$ cat src/rtl/core/midi_clock_tempo_meter_macros.svh
// Assertion macros shared by the tempo meter RTL.
`ifndef MIDI_CLOCK_TEMPO_METER_MACROS_SVH
`define MIDI_CLOCK_TEMPO_METER_MACROS_SVH

// Same-cycle implication, sampled on clk and disabled during reset.
`define MCTM_ASSERT_IMP(name, ante, cons, msg) \
	name: assert property (@(posedge clk) disable iff (!arst_n) (ante) |-> (cons)) \
		else $error(msg);

// Next-cycle implication, sampled on clk and disabled during reset.
`define MCTM_ASSERT_NXT(name, ante, cons, msg) \
	name: assert property (@(posedge clk) disable iff (!arst_n) (ante) |=> (cons)) \
		else $error(msg);

`endif

$ cat src/rtl/core/mctm_pkg.sv
package mctm_pkg;

	localparam int SRC_W      = 3;
	localparam int TS_W       = 32;
	localparam int TEMPO_W    = 24;
	localparam int MASK_W     = 8;
	localparam int COUNT_W    = 4;
	localparam int SCAN_IDX_W = 4;
	localparam int SCAN_CNT_W = 5;
	localparam int SCALE_W    = 30;

	localparam logic [SCALE_W-1:0] TEMPO_SCALE = 30'd640000000;
	localparam logic [TEMPO_W-1:0] TEMPO_MAX   = 24'hFFFFFF;

	typedef enum logic [3:0] {
		ST_IDLE,
		ST_META,
		ST_NEWEST,
		ST_SCAN,
		ST_TMETA,
		ST_TNEW,
		ST_TOLD,
		ST_START,
		ST_DIV,
		ST_LOAD
	} mctm_state_t;

	typedef struct packed {
		logic                  found;
		logic [SCAN_IDX_W-1:0] lowest;
		logic [MASK_W-1:0]     mask;
		logic [SCAN_CNT_W-1:0] count;
	} scan_t;

endpackage

$ cat src/rtl/core/mctm_if.sv
interface mctm_pulse_if;
	logic                        valid;
	logic                        ready;
	logic [mctm_pkg::SRC_W-1:0]  source;
	logic [mctm_pkg::TS_W-1:0]   timestamp;

	modport src (output valid, source, timestamp, input ready);
	modport snk (input valid, source, timestamp, output ready);
endinterface

interface mctm_tempo_if;
	logic                         valid;
	logic                         ready;
	logic [mctm_pkg::TEMPO_W-1:0] tempo_q8;
	logic                         tempo_valid;
	logic [mctm_pkg::SRC_W-1:0]   tempo_source;
	logic                         was_duplicate;
	logic [mctm_pkg::MASK_W-1:0]  clocked_mask;
	logic [mctm_pkg::COUNT_W-1:0] clocked_count;

	modport src (output valid, tempo_q8, tempo_valid, tempo_source, was_duplicate,
		clocked_mask, clocked_count, input ready);
	modport snk (input valid, tempo_q8, tempo_valid, tempo_source, was_duplicate,
		clocked_mask, clocked_count, output ready);
endinterface

$ cat src/rtl/core/mctm_div.sv
module mctm_div #(
	parameter int DW = 34
) (
	input  logic                          clk,
	input  logic                          arst_n,
	input  logic                          start,
	input  logic [DW-1:0]                 dividend,
	input  logic [mctm_pkg::TS_W-1:0]     divisor,
	output logic                          busy,
	output logic [DW-1:0]                 quotient
);

	localparam int CW = $clog2(DW + 1);

	logic                      busy_q;
	logic [CW-1:0]             cnt_q;
	logic [mctm_pkg::TS_W-1:0] rem_q;
	logic [mctm_pkg::TS_W-1:0] dsr_q;
	logic [DW-1:0]             dvd_q;
	logic [mctm_pkg::TS_W:0]   trial;
	logic                      fits;

	assign trial = {rem_q, dvd_q[DW-1]};
	assign fits  = trial >= {1'b0, dsr_q};

	always_ff @(posedge clk or negedge arst_n) begin
		if (!arst_n) begin
			busy_q <= 1'b0;
			cnt_q  <= '0;
		end else if (start) begin
			busy_q <= 1'b1;
			cnt_q  <= CW'(DW);
		end else if (busy_q) begin
			cnt_q <= cnt_q - 1'b1;
			if (cnt_q == CW'(1)) begin
				busy_q <= 1'b0;
			end
		end
	end

	always_ff @(posedge clk) begin
		if (start) begin
			rem_q <= '0;
			dsr_q <= divisor;
			dvd_q <= dividend;
		end else if (busy_q) begin
			rem_q <= fits ? mctm_pkg::TS_W'(trial - {1'b0, dsr_q})
				: mctm_pkg::TS_W'(trial);
			dvd_q <= {dvd_q[DW-2:0], fits};
		end
	end

	assign busy     = busy_q;
	assign quotient = dvd_q;

endmodule

$ cat src/rtl/core/mctm_scan.sv
module mctm_scan #(
	parameter int SOURCES = 8
) (
	input  logic [SOURCES-1:0]   clocked,
	output mctm_pkg::scan_t      scan
);

	always_comb begin
		logic                            found;
		logic [mctm_pkg::SCAN_IDX_W-1:0] lowest;
		logic [mctm_pkg::MASK_W-1:0]     mask;
		logic [mctm_pkg::SCAN_CNT_W-1:0] count;
		found  = 1'b0;
		lowest = '0;
		mask   = '0;
		count  = '0;
		for (int i = SOURCES - 1; i >= 0; i--) begin
			if (clocked[i]) begin
				found  = 1'b1;
				lowest = mctm_pkg::SCAN_IDX_W'(i);
			end
		end
		for (int i = 0; i < mctm_pkg::MASK_W; i++) begin
			if (i < SOURCES) begin
				mask[i] = clocked[i];
			end
		end
		for (int i = 0; i < SOURCES; i++) begin
			count = count + mctm_pkg::SCAN_CNT_W'(clocked[i]);
		end
		scan.found  = found;
		scan.lowest = lowest;
		scan.mask   = mask;
		scan.count  = count;
	end

endmodule

$ cat src/rtl/core/midi_clock_tempo_meter.sv
// Channel   Role    Payload
// pulse     sink    source, timestamp
// tempo     source  tempo_q8, tempo_valid, tempo_source, was_duplicate,
//                   clocked_mask, clocked_count
//
// One item is taken at a time. An item passes through the states META, NEWEST, SCAN, TMETA,
// TNEW, TOLD, START, DIV and LOAD, and spends DIV in the bit-serial divider, which produces
// one quotient bit per cycle. An item with no valid tempo goes from TMETA straight to LOAD,
// and one with a zero span from TOLD straight to LOAD. Reset clears all control state and needs
// no clearing pass. A waiting result sits in the output register while the next item is
// taken; the block stalls only when a second result is ready before the first has left.
module midi_clock_tempo_meter #(
	parameter int SOURCES = 8,
	parameter int WINDOW  = 16
) (
	input  logic         clk,
	input  logic         arst_n,
	mctm_pulse_if.snk    pulse,
	mctm_tempo_if.src    tempo
);

`include "midi_clock_tempo_meter_macros.svh"

	localparam int SIW = (SOURCES > 1) ? $clog2(SOURCES) : 1;
	localparam int SW  = $clog2(WINDOW);
	localparam int NW  = $clog2(WINDOW + 1);
	localparam int AW  = $clog2(SOURCES * WINDOW);
	localparam int DW  = mctm_pkg::SCALE_W + SW;

	typedef struct packed {
		logic [NW-1:0] fill;
		logic [SW-1:0] slot;
	} meta_t;

	function automatic logic [SW-1:0] ring_prev(input logic [SW-1:0] slot);
		return (slot == '0) ? SW'(WINDOW - 1) : slot - 1'b1;
	endfunction

	function automatic logic [SW-1:0] ring_next(input logic [SW-1:0] slot);
		return (slot == SW'(WINDOW - 1)) ? '0 : slot + 1'b1;
	endfunction

	function automatic logic [SW-1:0] ring_back(input logic [SW-1:0] slot,
		input logic [NW-1:0] n);
		logic [SW:0] a;
		logic [SW:0] b;
		a = (SW + 1)'(slot);
		b = (SW + 1)'(n);
		return (a >= b) ? SW'(a - b) : SW'(a + (SW + 1)'(WINDOW) - b);
	endfunction

	function automatic logic [AW-1:0] stamp_addr(input logic [SIW-1:0] idx,
		input logic [SW-1:0] slot);
		return AW'(AW'(idx) * AW'(WINDOW) + AW'(slot));
	endfunction

	mctm_pkg::mctm_state_t state_q, state_d;

	logic [31:0]                   stamp_mem [SOURCES * WINDOW];
	meta_t                         meta_mem  [SOURCES];

	logic [SOURCES-1:0]            clocked_q;
	logic [mctm_pkg::TS_W-1:0]     stamp_rdata_q;
	meta_t                         meta_rdata_q;
	logic                          meta_hit_q;
	logic [NW-1:0]                 fill_v;
	logic [SW-1:0]                 slot_v;

	logic                          ok_q;
	logic [SIW-1:0]                idx_q;
	logic [mctm_pkg::TS_W-1:0]     ts_q;
	logic [NW-1:0]                 fill_q;
	logic [SW-1:0]                 slot_q;
	logic                          dup_q;
	logic                          found_q;
	logic [SIW-1:0]                tidx_q;
	logic [mctm_pkg::MASK_W-1:0]   mask_q;
	logic [mctm_pkg::COUNT_W-1:0]  count_q;
	logic [mctm_pkg::TS_W-1:0]     newest_q;
	logic [mctm_pkg::TS_W-1:0]     span_q;
	logic [DW-1:0]                 dvd_q;
	logic [mctm_pkg::TEMPO_W-1:0]  res_tempo_q;
	logic                          res_valid_q;

	logic                          out_valid_q;
	logic [mctm_pkg::TEMPO_W-1:0]  out_tempo_q;
	logic                          out_tvalid_q;
	logic [mctm_pkg::SRC_W-1:0]    out_tsrc_q;
	logic                          out_dup_q;
	logic [mctm_pkg::MASK_W-1:0]   out_mask_q;
	logic [mctm_pkg::COUNT_W-1:0]  out_count_q;

	logic                          accept;
	logic                          load;
	logic                          dup_now;
	logic                          update;
	logic [SIW-1:0]                meta_raddr;
	logic [AW-1:0]                 stamp_raddr;
	logic [mctm_pkg::TS_W-1:0]     span_now;
	logic                          div_start;
	logic                          div_busy;
	logic [DW-1:0]                 div_quot;
	mctm_pkg::scan_t               scan;

	mctm_scan #(
		.SOURCES (SOURCES)
	) u_scan (
		.clocked (clocked_q),
		.scan    (scan)
	);

	mctm_div #(
		.DW (DW)
	) u_div (
		.clk      (clk),
		.arst_n   (arst_n),
		.start    (div_start),
		.dividend (dvd_q),
		.divisor  (span_q),
		.busy     (div_busy),
		.quotient (div_quot)
	);

	assign fill_v   = meta_hit_q ? meta_rdata_q.fill : '0;
	assign slot_v   = meta_hit_q ? meta_rdata_q.slot : '0;
	assign dup_now  = ok_q && (fill_q != '0) && (stamp_rdata_q == ts_q);
	assign update   = ok_q && !dup_now;
	assign span_now = newest_q - stamp_rdata_q;
	assign accept   = pulse.valid && pulse.ready;

	always_comb begin
		state_d = state_q;
		case (state_q)
			mctm_pkg::ST_IDLE: begin
				if (pulse.valid) begin
					state_d = mctm_pkg::ST_META;
				end
			end
			mctm_pkg::ST_META:   state_d = mctm_pkg::ST_NEWEST;
			mctm_pkg::ST_NEWEST: state_d = mctm_pkg::ST_SCAN;
			mctm_pkg::ST_SCAN:   state_d = mctm_pkg::ST_TMETA;
			mctm_pkg::ST_TMETA: begin
				if (found_q && fill_v >= NW'(2)) begin
					state_d = mctm_pkg::ST_TNEW;
				end else begin
					state_d = mctm_pkg::ST_LOAD;
				end
			end
			mctm_pkg::ST_TNEW:   state_d = mctm_pkg::ST_TOLD;
			mctm_pkg::ST_TOLD: begin
				if (span_now == '0) begin
					state_d = mctm_pkg::ST_LOAD;
				end else begin
					state_d = mctm_pkg::ST_START;
				end
			end
			mctm_pkg::ST_START:  state_d = mctm_pkg::ST_DIV;
			mctm_pkg::ST_DIV: begin
				if (!div_busy) begin
					state_d = mctm_pkg::ST_LOAD;
				end
			end
			mctm_pkg::ST_LOAD: begin
				if (!out_valid_q || tempo.ready) begin
					state_d = mctm_pkg::ST_IDLE;
				end
			end
			default: state_d = mctm_pkg::ST_IDLE;
		endcase
	end

	always_comb begin
		pulse.ready = 1'b0;
		meta_raddr  = '0;
		stamp_raddr = '0;
		div_start   = 1'b0;
		load        = 1'b0;
		case (state_q)
			mctm_pkg::ST_IDLE: begin
				pulse.ready = 1'b1;
				if (32'(pulse.source) < SOURCES) begin
					meta_raddr = SIW'(pulse.source);
				end
			end
			mctm_pkg::ST_META:  stamp_raddr = stamp_addr(idx_q, ring_prev(slot_v));
			mctm_pkg::ST_SCAN:  meta_raddr = SIW'(scan.lowest);
			mctm_pkg::ST_TMETA: stamp_raddr = stamp_addr(tidx_q, ring_prev(slot_v));
			mctm_pkg::ST_TNEW:  stamp_raddr = stamp_addr(tidx_q, ring_back(slot_q, fill_q));
			mctm_pkg::ST_START: div_start = 1'b1;
			mctm_pkg::ST_LOAD:  load = !out_valid_q || tempo.ready;
			default: ;
		endcase
	end

	always_ff @(posedge clk or negedge arst_n) begin
		if (!arst_n) begin
			state_q     <= mctm_pkg::ST_IDLE;
			clocked_q   <= '0;
			out_valid_q <= 1'b0;
		end else begin
			state_q <= state_d;
			if (state_q == mctm_pkg::ST_NEWEST && update) begin
				clocked_q[idx_q] <= 1'b1;
			end
			if (load) begin
				out_valid_q <= 1'b1;
			end else if (tempo.ready) begin
				out_valid_q <= 1'b0;
			end
		end
	end

	always_ff @(posedge clk) begin
		if (state_q == mctm_pkg::ST_NEWEST && update) begin
			meta_mem[idx_q] <= '{fill: (fill_q == NW'(WINDOW)) ? fill_q : fill_q + 1'b1,
				slot: ring_next(slot_q)};
		end
		meta_rdata_q <= meta_mem[meta_raddr];
		meta_hit_q   <= clocked_q[meta_raddr];
	end

	always_ff @(posedge clk) begin
		if (state_q == mctm_pkg::ST_NEWEST && update) begin
			stamp_mem[stamp_addr(idx_q, slot_q)] <= ts_q;
		end
		stamp_rdata_q <= stamp_mem[stamp_raddr];
	end

	always_ff @(posedge clk) begin
		case (state_q)
			mctm_pkg::ST_IDLE: begin
				if (accept) begin
					ok_q  <= 32'(pulse.source) < SOURCES;
					idx_q <= (32'(pulse.source) < SOURCES) ? SIW'(pulse.source) : '0;
					ts_q  <= pulse.timestamp;
				end
			end
			mctm_pkg::ST_META: begin
				fill_q <= fill_v;
				slot_q <= slot_v;
			end
			mctm_pkg::ST_NEWEST: dup_q <= dup_now;
			mctm_pkg::ST_SCAN: begin
				found_q <= scan.found;
				tidx_q  <= SIW'(scan.lowest);
				mask_q  <= scan.mask;
				count_q <= mctm_pkg::COUNT_W'(scan.count);
			end
			mctm_pkg::ST_TMETA: begin
				fill_q      <= fill_v;
				slot_q      <= slot_v;
				res_tempo_q <= '0;
				res_valid_q <= 1'b0;
			end
			mctm_pkg::ST_TNEW: newest_q <= stamp_rdata_q;
			mctm_pkg::ST_TOLD: begin
				span_q      <= span_now;
				dvd_q       <= DW'(mctm_pkg::TEMPO_SCALE) * DW'(fill_q - 1'b1);
				res_tempo_q <= mctm_pkg::TEMPO_MAX;
				res_valid_q <= 1'b1;
			end
			mctm_pkg::ST_DIV: begin
				if (!div_busy) begin
					res_tempo_q <= (div_quot[DW-1:mctm_pkg::TEMPO_W] != '0)
						? mctm_pkg::TEMPO_MAX : div_quot[mctm_pkg::TEMPO_W-1:0];
				end
			end
			default: ;
		endcase
	end

	always_ff @(posedge clk) begin
		if (load) begin
			out_tempo_q  <= res_tempo_q;
			out_tvalid_q <= res_valid_q;
			out_tsrc_q   <= mctm_pkg::SRC_W'(tidx_q);
			out_dup_q    <= dup_q;
			out_mask_q   <= mask_q;
			out_count_q  <= count_q;
		end
	end

	assign tempo.valid         = out_valid_q;
	assign tempo.tempo_q8      = out_tempo_q;
	assign tempo.tempo_valid   = out_tvalid_q;
	assign tempo.tempo_source  = out_tsrc_q;
	assign tempo.was_duplicate = out_dup_q;
	assign tempo.clocked_mask  = out_mask_q;
	assign tempo.clocked_count = out_count_q;

	`MCTM_ASSERT_NXT(a_div_runs, div_start, div_busy, "divider did not start")
	`MCTM_ASSERT_IMP(a_load_free, load, !out_valid_q || tempo.ready, "result overwritten")
	`MCTM_ASSERT_IMP(a_valid_clocked, tempo.valid && tempo.tempo_valid, clocked_q != '0, "no clock")

endmodule
$ cat src/flat_wrapper.sv
// flat-port wrapper written by rule: the top's interface ports become plain ports
module midi_clock_tempo_meter_flat 
#(
	parameter int SOURCES = 8,
	parameter int WINDOW  = 16
)
  (clk, arst_n, pulse_valid, pulse_source, pulse_timestamp, pulse_ready, tempo_valid, tempo_tempo_q8, tempo_tempo_valid, tempo_tempo_source, tempo_was_duplicate, tempo_clocked_mask, tempo_clocked_count, tempo_ready);
  mctm_pulse_if pulse_i ();
  mctm_tempo_if tempo_i ();
  input  logic clk;
  input  logic arst_n;
  input wire logic [$bits(pulse_i.valid)-1:0] pulse_valid;
  input wire logic [$bits(pulse_i.source)-1:0] pulse_source;
  input wire logic [$bits(pulse_i.timestamp)-1:0] pulse_timestamp;
  output wire logic [$bits(pulse_i.ready)-1:0] pulse_ready;
  output wire logic [$bits(tempo_i.valid)-1:0] tempo_valid;
  output wire logic [$bits(tempo_i.tempo_q8)-1:0] tempo_tempo_q8;
  output wire logic [$bits(tempo_i.tempo_valid)-1:0] tempo_tempo_valid;
  output wire logic [$bits(tempo_i.tempo_source)-1:0] tempo_tempo_source;
  output wire logic [$bits(tempo_i.was_duplicate)-1:0] tempo_was_duplicate;
  output wire logic [$bits(tempo_i.clocked_mask)-1:0] tempo_clocked_mask;
  output wire logic [$bits(tempo_i.clocked_count)-1:0] tempo_clocked_count;
  input wire logic [$bits(tempo_i.ready)-1:0] tempo_ready;
  assign pulse_i.valid = pulse_valid;
  assign pulse_i.source = pulse_source;
  assign pulse_i.timestamp = pulse_timestamp;
  assign pulse_ready = pulse_i.ready;
  assign tempo_valid = tempo_i.valid;
  assign tempo_tempo_q8 = tempo_i.tempo_q8;
  assign tempo_tempo_valid = tempo_i.tempo_valid;
  assign tempo_tempo_source = tempo_i.tempo_source;
  assign tempo_was_duplicate = tempo_i.was_duplicate;
  assign tempo_clocked_mask = tempo_i.clocked_mask;
  assign tempo_clocked_count = tempo_i.clocked_count;
  assign tempo_i.ready = tempo_ready;
  midi_clock_tempo_meter #(.SOURCES(SOURCES), .WINDOW(WINDOW)) u_core (.clk(clk), .arst_n(arst_n), .pulse(pulse_i), .tempo(tempo_i));
endmodule
$ cat config.mk
export PLATFORM = sky130hd
export DESIGN_NAME = midi_clock_tempo_meter_flat
export DESIGN_NICKNAME = d
export VERILOG_FILES = /design/src/rtl/core/mctm_pkg.sv /design/src/rtl/core/mctm_if.sv /design/src/rtl/core/mctm_div.sv /design/src/rtl/core/mctm_scan.sv /design/src/rtl/core/midi_clock_tempo_meter.sv /design/src/flat_wrapper.sv
export VERILOG_INCLUDE_DIRS = /design/src /design/src/rtl/core
export SDC_FILE = /design/constraint.sdc
export NUM_CORES = 2
export LEC_CHECK = 0
export BUFFER_PORTS_ARGS = -buffer_cell sky130_fd_sc_hd__buf_2
export CAP_MARGIN = 20
export CORE_ASPECT_RATIO = 1.2
export CORE_MARGIN = 5
export CORE_UTILIZATION = 50
export CTS_BUF_LIST = sky130_fd_sc_hd__clkbuf_2
export CTS_CLUSTER_SIZE = 25
export DETAILED_ROUTE_END_ITERATION = 6
export PLACE_DENSITY = 0.66
export SYNTH_ARGS = -nofsm -noshare
export SYNTH_HDL_FRONTEND = slang
export SYNTH_MEMORY_MAX_BITS = 65536
export SYNTH_SLANG_ARGS = --single-unit
$ cat constraint.sdc
create_clock -name clk -period 7.4 [get_ports clk]
set_input_delay 0.74 -clock clk [delete_from_list [all_inputs] [get_ports clk]]
set_output_delay 0.74 -clock clk [all_outputs]
set_load 0.05 [all_outputs]
==> results.py <==
metrics = {
    "finish": {
        "layout-drive-gt1-share": 0.303,
        "area_growth_pct": 11.0,
        "stdcell_area_um2": 198000,
        "final_net_count": 10440,
    },
    "timing": {
        "fin_hold_ws_ps": 177,
        "fmax_ghz": 0.160,
        "finalSetupViolCount": 0,
        "finalWorstPathRequiredPeriod_ps": 6260,
        "tns_ps": 0,
        "fin_crit_sh": 0.846,
        "drv_slew": 0,
        "rsz0062_at_grt": "false",
        "relSlewSlack": 0.169,
        "hold_violations": 0,
        "clock_skew_ps": 277,
        "tightest_slew_ps": 1250,
    },
    "yosys": {
        "ys_seq_area_frac": 0.759,
        "ys.flop_type": "edfxtp_1",
        "netlist_area_um2": 179000,
        "yosys.cell_types.count": 78,
        "async_flop_share": 0.00441,
        "synth_area_leader_cell": "edfxtp_1",
        "synth_top_area_frac": 0.748,
        "synth-seq-cells": 4540,
        "ys_warn_count": 0,
        "synth_edf_count": 4446,
        "syn_avg_cell_area_um2": 19.9,
        "synth_cells": 8979,
        "syn-num-nets": 9199,
        "synthTopCellsByArea": "edfxtp_1, mux4_2, nand2_1, mux2i_1, ha_1",
    },
    "placement": {
        "io_buffer_count": 81,
        "globalplace.congestion": 0.871,
        "place_area_um2": 187000,
        "dpl.hpwl_um": 271000,
    },
    "cts": {
        "clk_latency_ps": 2240,
        "cts_buffer_depth": 5,
        "cts_sinks": 4540,
        "ctsResizeCount": 0,
        "cts_made_buffers": 1148,
        "tritoncts": "done",
        "root_buffer": "clkbuf_2",
        "htreeDepth": 7,
        "clk_pin_slew_worst_paths_ps": 110,
    },
    "route": {
        "drc": 0,
        "drt_wl_total_um": 473000,
        "via_count": 95407,
        "drtIter0Drc": 10778,
        "dr.pass1.iters": 6,
        "ant_nets": 0,
        "post_drt_via_cell_ratio": 6.09,
        "wl_per_cell_um": 30.2,
    },
    "critical_path": {
        "critPathMaxFanout": 8,
        "crit_path_start_kind": "register",
        "crit_chain": "inv_1 > ha_1 > inv_1 > nor3_1 > xnor2_1 > inv_1 > ha_1 > ha_1 > ha_1 > fa_1 > ha_1 > inv_1 > fa_1 > inv_1 > ha_1 > nor2b_1 > o21a_1 > nor3_1 > o31ai_1 > o211ai_1 > o2111ai_1 > a21oi_1 > xnor2_1",
        "criticalPathCategory": "reg -> reg",
        "slowest_delay_ps": 530,
        "cp_slowest_cell": "edfxtp_1",
        "worst_setup_path_end_kind": "register",
        "cpMostUsedCell": "ha_1",
        "required_ps": 9230,
        "arrival_ps": 8090,
    },
    "run": {
        "max_cap_viol_count": 0,
    },
    "floorplan": {
        "core-area_um2": 356000,
        "num_rows": 240,
        "die_area_um2": 369000,
        "die_h_um": 665,
        "start_util": 0.502,
        "die_w_um": 556,
        "ios": 82,
    },
    "global_routing": {
        "grt_pass1_vias": 99388,
        "grt_pass1_wl_um": 678000,
        "track_usage": 0.257,
        "grt_overflow": 0,
        "antenna_found_initial": 21,
        "grt_max_degree": 129,
    },
    "power": {
        "powerDensity_nw_per_um2": 439,
        "peakVddDrop_mv": 0.439,
        "p_leak_nw": 65.5,
    },
    "worst_hold_path": {
        "hold_path.class": "in -> reg",
    },
    "status": {
        "outcome": "finished, final reports clean",
    },
}
-- synth_stat cells (75+ instances only) --
| cell | number |
|---|---|
| mux4_2 | 1024 |
| buf_1 | 75 |
| a32oi_1 | 193 |
| nand4_1 | 76 |
| ha_1 | 150 |
| nand3_1 | 181 |
| clkbuf_1 | 232 |
| nand2_1 | 912 |
| mux2i_1 | 199 |
| buf_2 | 145 |
| o21ai_0 | 96 |
| a21oi_1 | 101 |
| nor2_1 | 231 |
| edfxtp_1 | 4446 |
| inv_1 | 188 |
-- registers in the layout (all words and copies together), names as in the netlist, 8 cells and up --
signal	count
u_core.mask_q	8
u_core.newest_q	32
u_core.clocked_q	8
u_core.stamp_mem	4096
u_core.tempo.tempo_q8	24
u_core.u_div.dsr_q	32
u_core.meta_rdata_q	9
u_core.u_div.quotient	34
u_core.tempo.clocked_mask	8
u_core.stamp_rdata_q	32
u_core.ts_q	32
u_core.span_q	32
u_core.u_div.rem_q	32
u_core.dvd_q	21
u_core.meta_mem	72
u_core.res_tempo_q	24
-- cell type report --
cell class | count | area [µm²]
antenna | 22 | 55.1
multi-input combinational | 3786 | 41500
timing repair buffer | 555 | 5040
sequential | 4540 | 135000
tap | 4719 | 5900
fill | 27436 | 158000
inverter | 189 | 709
clock buffer | 1583 | 7920
clock inverter | 261 | 1580
-- worst paths after layout --
path                                             startpoint                                       to  slack (ps)  depth (start not counted)
worst max-delay path             u_core.fill_q[0]$_DFFE_PP_               u_core.dvd_q[32]$_DFFE_PP_        1140                         23
worst min register to register  u_core.span_q[21]$_DFFE_PP_         u_core.u_div.dsr_q[21]$_DFFE_PP_         390                          0
min in group asynchronous                            arst_n           u_core.tempo.valid$_DFFE_PN0P_         730                          6
max in group asynchronous                            arst_n        u_core.u_div.cnt_q[1]$_DFFE_PN0P_        6410                          6
worst min-delay path                            tempo_ready  u_core.tempo.clocked_count[2]$_DFFE_PP_         180                          5
worst max register to register   u_core.fill_q[0]$_DFFE_PP_               u_core.dvd_q[32]$_DFFE_PP_        1140                         23
-- worst max-delay path, delay by kind of cell, from the launching register on --
family / cells / cell delay (ps)
AO/OA/AOI/OAI: 5 / 1110
AND/OR/NAND/NOR: 3 / 580
flip-flops: 1 / 530
adder cells (fa/ha/maj): 8 / 2720
XOR/XNOR: 2 / 320
buffers and inverters: 5 / 710
-- routing by layer --
metal	up-vias	routed length, µm	track usage
li1	39636	-	-
met1	49805	176000	0.334
met2	5223	229000	0.408
met3	741	46600	0.0676
met4	2	20700	0.119
met5	-	13	0
-- cell families (layout without fill, tap and decap cells) --
group,Yosys count,after routing,share of synthesized area
other cells,0,22,0
xor+xnor,126,126,0.00618
fa+ha+maj,181,181,0.0140
compound gates,659,659,0.0268
simple gates,1595,1595,0.0388
buf+inv,653,2588,0.0151
flops,4540,4540,0.759
mux,1225,1225,0.140
-- repair_timing --
action	in CTS	in global routing
setup buffers	0	0
endpoints found under the setup margin	0	0
hold buffers	116	0
endpoints found under the hold margin	144	0
-- metrics by stage --
step / utilization / total power, W / cells / worst slack (ps)
2_1_floorplan: - / 0.0575 / 8979 / 1820
3_3_place_gp: 0.526 / 0.0711 / 13656 / 1100
3_5_place_dp: 0.526 / 0.0713 / 13661 / 1210
4_1_cts: 0.556 / 0.0874 / 15621 / 1090
5_1_grt: 0.557 / 0.0916 / 15651 / 814
6_report: 0.557 / 0.0871 / 15655 / 1140
-- layout by cell type (no fill, tap or decap), types with 19 or more instances in the layout --
master	count
clkbuf_2	1584
inv_1	187
mux2i_1	199
buf_12	46
nor4_1	19
nor3_1	24
ha_1	150
diode_2	22
fa_1	31
a311oi_1	32
edfxtp_1	4446
and2_1	26
a32oi_1	193
clkinv_2	20
buf_4	299
a21o_1	26
xnor2_1	69
o21a_1	40
xor2_1	57
dfxtp_1	74
mux4_2	1024
and3_1	41
dlygate4sd3_1	115
o21ai_0	95
nand4_1	76
nand2_1	905
dfrtp_1	20
buf_2	81
a211oi_1	20
nand3_1	179
a31oi_1	48
a21oi_1	98
nor2b_1	23
clkinv_1	191
bufinv_16	21
nor2_4	133
o211ai_1	21
nor2_1	99
inv_2	26
-- power breakdown --
| part | total (W) | internal [W] | switching [W] | leakage [nW] |
|---|---|---|---|---|
| clock network | 0.0160 | 0.00642 | 0.00962 | 7.37 |
| logic | 0.0395 | 0.0151 | 0.0243 | 17.3 |
| registers | 0.0316 | 0.0308 | 0.000800 | 40.9 |
(Power assumes the default switching activity.)
